### src/hdl/scfl_pkg.sv
// Shared types, constants and the size class table for the size class allocator.
// Used by every module of the allocator; depends on nothing.
package scfl_pkg;

  localparam int NUM_CLASSES_DEF  = 9;
  localparam int SEG_BLOCKS_DEF   = 32;
  localparam int MAX_SEGMENTS_DEF = 16;

  localparam logic [5:0] LINK_NULL = 6'd63;
  localparam logic [5:0] COUNT_MAX = 6'd63;

  localparam logic [2:0] ST_ALLOC      = 3'd0;
  localparam logic [2:0] ST_FREED      = 3'd1;
  localparam logic [2:0] ST_NO_BLOCK   = 3'd2;
  localparam logic [2:0] ST_TOO_LARGE  = 3'd3;
  localparam logic [2:0] ST_BAD_HANDLE = 3'd4;

  localparam logic KIND_ALLOC = 1'b0;
  localparam logic KIND_FREE  = 1'b1;

  typedef struct packed {
    logic        kind;
    logic [11:0] request_size;
    logic [3:0]  free_class;
    logic [3:0]  free_segment;
    logic [5:0]  free_slot;
  } in_t;

  typedef struct packed {
    logic [2:0] status;
    logic [3:0] out_class;
    logic [3:0] out_segment;
    logic [4:0] out_slot;
  } out_t;

  // controller to datapath
  typedef struct packed {
    logic clear;
    logic accept;
    logic seg_phase;
    logic link_phase;
    logic out_load;
  } cmd_t;

  // datapath to controller
  typedef struct packed {
    logic clear_last;
    logic early;
    logic is_free;
  } sts_t;

  function automatic logic [11:0] class_bytes(input logic [3:0] idx);
    logic [11:0] b;
    unique case (idx)
      4'd0:    b = 12'd16;
      4'd1:    b = 12'd32;
      4'd2:    b = 12'd48;
      4'd3:    b = 12'd64;
      4'd4:    b = 12'd128;
      4'd5:    b = 12'd256;
      4'd6:    b = 12'd512;
      4'd7:    b = 12'd1024;
      default: b = 12'd2048;
    endcase
    return b;
  endfunction

endpackage

### src/hdl/scfl_ctrl.sv
// Sequencer of the size class allocator: clearing pass, request phases, result hand-off.
// Depends on scfl_pkg.
module scfl_ctrl (
  input  logic              clk,
  input  logic              rst_n,
  input  logic              in_valid,
  output logic              in_stall,
  output logic              out_valid,
  input  logic              out_stall,
  input  scfl_pkg::sts_t    sts,
  output scfl_pkg::cmd_t    cmd
);

  localparam logic [2:0] S_CLEAR = 3'd0;
  localparam logic [2:0] S_IDLE  = 3'd1;
  localparam logic [2:0] S_SEG   = 3'd2;
  localparam logic [2:0] S_LINK  = 3'd3;
  localparam logic [2:0] S_FIN   = 3'd4;

  logic [2:0] state_r, state_nxt;
  logic       out_valid_r, out_valid_nxt;
  logic       out_free;

  assign out_free  = !out_valid_r || !out_stall;
  assign in_stall  = (state_r != S_IDLE);
  assign out_valid = out_valid_r;

  always_comb begin
    state_nxt     = state_r;
    cmd           = '0;
    out_valid_nxt = out_valid_r && out_stall;
    unique case (state_r)
      S_CLEAR: begin
        cmd.clear = 1'b1;
        if (sts.clear_last) state_nxt = S_IDLE;
      end
      S_IDLE: begin
        if (in_valid) begin
          cmd.accept = 1'b1;
          state_nxt  = sts.early ? S_FIN : S_SEG;
        end
      end
      S_SEG: begin
        cmd.seg_phase = 1'b1;
        state_nxt     = sts.is_free ? S_FIN : S_LINK;
      end
      S_LINK: begin
        cmd.link_phase = 1'b1;
        state_nxt      = S_FIN;
      end
      S_FIN: begin
        // hold the result until the output register is free
        if (out_free) begin
          cmd.out_load  = 1'b1;
          out_valid_nxt = 1'b1;
          state_nxt     = S_IDLE;
        end
      end
      default: state_nxt = S_CLEAR;
    endcase
  end

  always_ff @(posedge clk) begin
    if (!rst_n) begin
      state_r     <= S_CLEAR;
      out_valid_r <= 1'b0;
    end else begin
      state_r     <= state_nxt;
      out_valid_r <= out_valid_nxt;
    end
  end

endmodule

### config.mk
export PLATFORM = sky130hd
export DESIGN_NAME = scfl_ctrl
export DESIGN_NICKNAME = d
export VERILOG_FILES = /design/src/hdl/scfl_pkg.sv /design/src/hdl/scfl_ctrl.sv
export SDC_FILE = /design/constraint.sdc
export NUM_CORES = 1
export LEC_CHECK = 0
export BUFFER_PORTS_ARGS = -buffer_cell sky130_fd_sc_hd__buf_2
export CAP_MARGIN = 25
export CORE_AREA = 2 2 39 41
export DETAILED_ROUTE_END_ITERATION = 10
export DIE_AREA = 0 0 41 43
export GPL_TIMING_DRIVEN = 0
export HOLD_SLACK_MARGIN = 0.08
export PLACE_DENSITY = 0.51
export SYNTH_ARGS = -nofsm -noshare
export SYNTH_HDL_FRONTEND = slang
export SYNTH_SLANG_ARGS = --single-unit
### constraint.sdc
create_clock -name clk -period 1.35 [get_ports clk]
set_input_delay 0.0675 -clock clk [delete_from_list [all_inputs] [get_ports clk]]
set_output_delay 0.0675 -clock clk [all_outputs]
set_load 0.02 [all_outputs]
==> results by group <==
Setup path
  – Worst setup EP type: primary output
  – Crit start category: register
  – Cells along the critical path: buf_6 > or3b_4 > nor2_4 > buf_6
  – Slowest CP cell: or3b_4
  – Slowest Stage Delay on Critical Path: 0.39 ns
  – CP Max Fanout: 4
  – R2r endpoint: state_r[2]
  – R2r setup slk: 0.28 ns
  – CP dominant cell by count: buf_6
  – Critical path class: register to primary output
  – CP Data Required Time: 1.28 ns
  – RR Startpoint: state_r[0]
  – R2R depth: 4
  – WP data arrival: 1.23 ns

Global routing
  – GRT overflow: 0
  – Largest net degree at the start of global routing: 13
  – GRT Total Usage: 0.0793
  – Vias in the first global route: 243
  – Initial antenna violation count: 0
  – First-pass GRT wire length: 924 µm

Routing
  – Vias per cell: 4.52
  – Iter 0 DRT Violations: 10
  – Drt wl/cell: 9.11 µm
  – Vias: 294
  – Routed Antenna Nets: 0
  – # DRC: 0
  – Total iterations of the first detailed-routing run: 4
  – WL final: 592 µm

Clock network
  – # clock sinks: 4
  – Htree depth: 1
  – Hold_buf cts: 0
  – Reg clk slew, reported paths: 0.03 ns
  – Root Buffer: clkbuf_4
  – CTS max path bufs: 2
  – CTS tree: done
  – Clk Latency, worst-skew pair: 0.23 ns
  – CTS Buf Count: 3

Run status
  – Status: complete, no violations

Layout
  – Area delta synth->final: 47.2%
  – Antenna Cells: 0
  – Fin area: 390 µm²
  – Total Nets Final: 58
  – Fin util: 0.282
  – Layout cells sized above 1: 0.510

Power
  – PD cells: 953 mW/mm²
  – Maximum VDD drop: 0.000450 V
  – Pleak: 0.000178 µW
  – Pwr Total: 372 µW

Placement
  – Final GP Congestion: 0.723
  – DP HPWL: 474 µm
  – PortBufs: 13
  – DP Area: 350 µm²

Die
  – Die footprint: 0.00176 mm²
  – I/O Pins: 14
  – # rows: 14
  – Die Height: 43 µm
  – Die width: 41 µm
  – Initial Util: 0.192
  – CORE AREA: 0.00138 mm²

STA
  – Crit path time final: 1.30 ns
  – F_max: 0.771 GHz
  – Clock skew: 0.000482 ns
  – Post-route setup TNS: 0 ns
  – RSZ-0062 raised after global routing: no
  – Slew headroom: 0.831
  – Final Cycle Share: 0.961
  – Fin Hold WS: 0.104 ns
  – Final Max Slew Viols: 0
  – Tightest Pin Transition: 0.253 ns
  – Hold Violations, Final: 0
  – Final setup violation count: 0

Logic synthesis
  – Post-synth top area share: 0.302
  – Synthesized Nets: 40
  – Synthesized area: 265 µm²
  – Synthesis Warnings: 0
  – Flops & latches, synth: 4
  – Syn avg cell area: 8.04 µm²
  – Synth Instances: 33
  – Ranking of synthesized cells by area: dfxtp_1, nor3b_1, a21oi_1
  – Seq/Total Area, Yosys: 0.302
  – Distinct cells, synth: 19
  – Area leader, netlist: dfxtp_1

Min path
  – Hold endpoint: out_valid
  – Hold Crit Depth: 3
  – Min-Delay Path Class: input pin to register
  – Hold Path Origin: out_stall

Flow run
  – Max-cap viol count: 0
## cells by family after synthesis
group                  after synthesis  share of synthesized area
buffers and inverters                5                      0.127
AOI/OAI and AO/OA                    7                      0.160
DFF                                  4                      0.302
and+or+nand+nor                     17                      0.410
## critical path: cells and delay by family, from the launching register on
| family | cells | cell delay (ns) |
|---|---|---|
| and+or+nand+nor | 2 | 0.48 |
| DFF | 1 | 0.31 |
| buffers and inverters | 2 | 0.21 |
## final cells by class
class	instances	area (µm²)
fillers	158	993
clock buffers	3	22.5
inverters	2	7.51
flip-flops and latches	4	83.8
plain buffers	1	11.3
repair buffers	15	86.3
well taps	16	20.0
multi-input cells	24	159
## worst max-delay path by stage
stage	startpoint	end	slack, ns	cells after the start
2_1_floorplan	state_r[2]	cmd[3]	0.20	3
3_3_place_gp	state_r[2]	cmd[3]	0.21	4
3_5_place_dp	state_r[2]	cmd[3]	0.21	4
4_1_cts	state_r[0]	cmd[3]	0.005	4
5_1_grt	state_r[0]	cmd[3]	0.009	4
6_report	state_r[0]	cmd[3]	0.05	4
## state kept, by name, indices dropped and copies added (netlist names)
name	count
out_valid	1
state_r	3
## cell usage after synthesis
master and number:
or3b_4 1, or3b_1 1, nand3b_1 1, o32ai_1 1
nor3_1 2, inv_1 2, o21a_1 1, nor3b_1 3
a21oi_1 4, buf_4 2, and4_1 1, nor2_1 2
dfxtp_1 4, nand4_1 1, and3b_1 1, buf_6 1
nor2_2 1, a31oi_1 1, nand2_1 3
## where the power goes
group / leakage [µW] / total [µW] / switching (µW) / internal (µW)
clock network: 0.0000138 / 140 / 40.8 / 98.9
logic: 0.000130 / 98.9 / 49.4 / 49.5
registers: 0.0000338 / 134 / 7.65 / 126
## routing by layer
metal  vias up  global-route usage  wire length [µm]
met5         -                   0                 0
met4         0              0.0200                 0
met3         0              0.0524                53
met2        11               0.116               285
met1       131              0.0932               253
li1        152                   -                 -
## cells in the final DEF (no fill, tap or decap), types with 2 or more instances in the layout
cell / Yosys / layout
buf_2: 0 / 12
a21oi_1: 4 / 4
dfxtp_2: 0 / 3
clkbuf_4: 0 / 3
nand2_1: 3 / 3
buf_4: 2 / 2
nor3b_1: 3 / 3
nor3_1: 2 / 2
buf_6: 1 / 2
inv_1: 2 / 2
## metrics by stage
stage          instances  setup WS, ns
2_1_floorplan         33         0.203
3_3_place_gp          62         0.211
3_5_place_dp          62         0.208
4_1_cts               65       0.00507
5_1_grt               65       0.00851
6_report              65        0.0531
## what timing repair did
action	CTS	global route
pin swaps	1	1
setup endpoints to repair	1	2
resized for setup	5	3
buffers inserted	2	0
(Power assumes the default switching activity.)
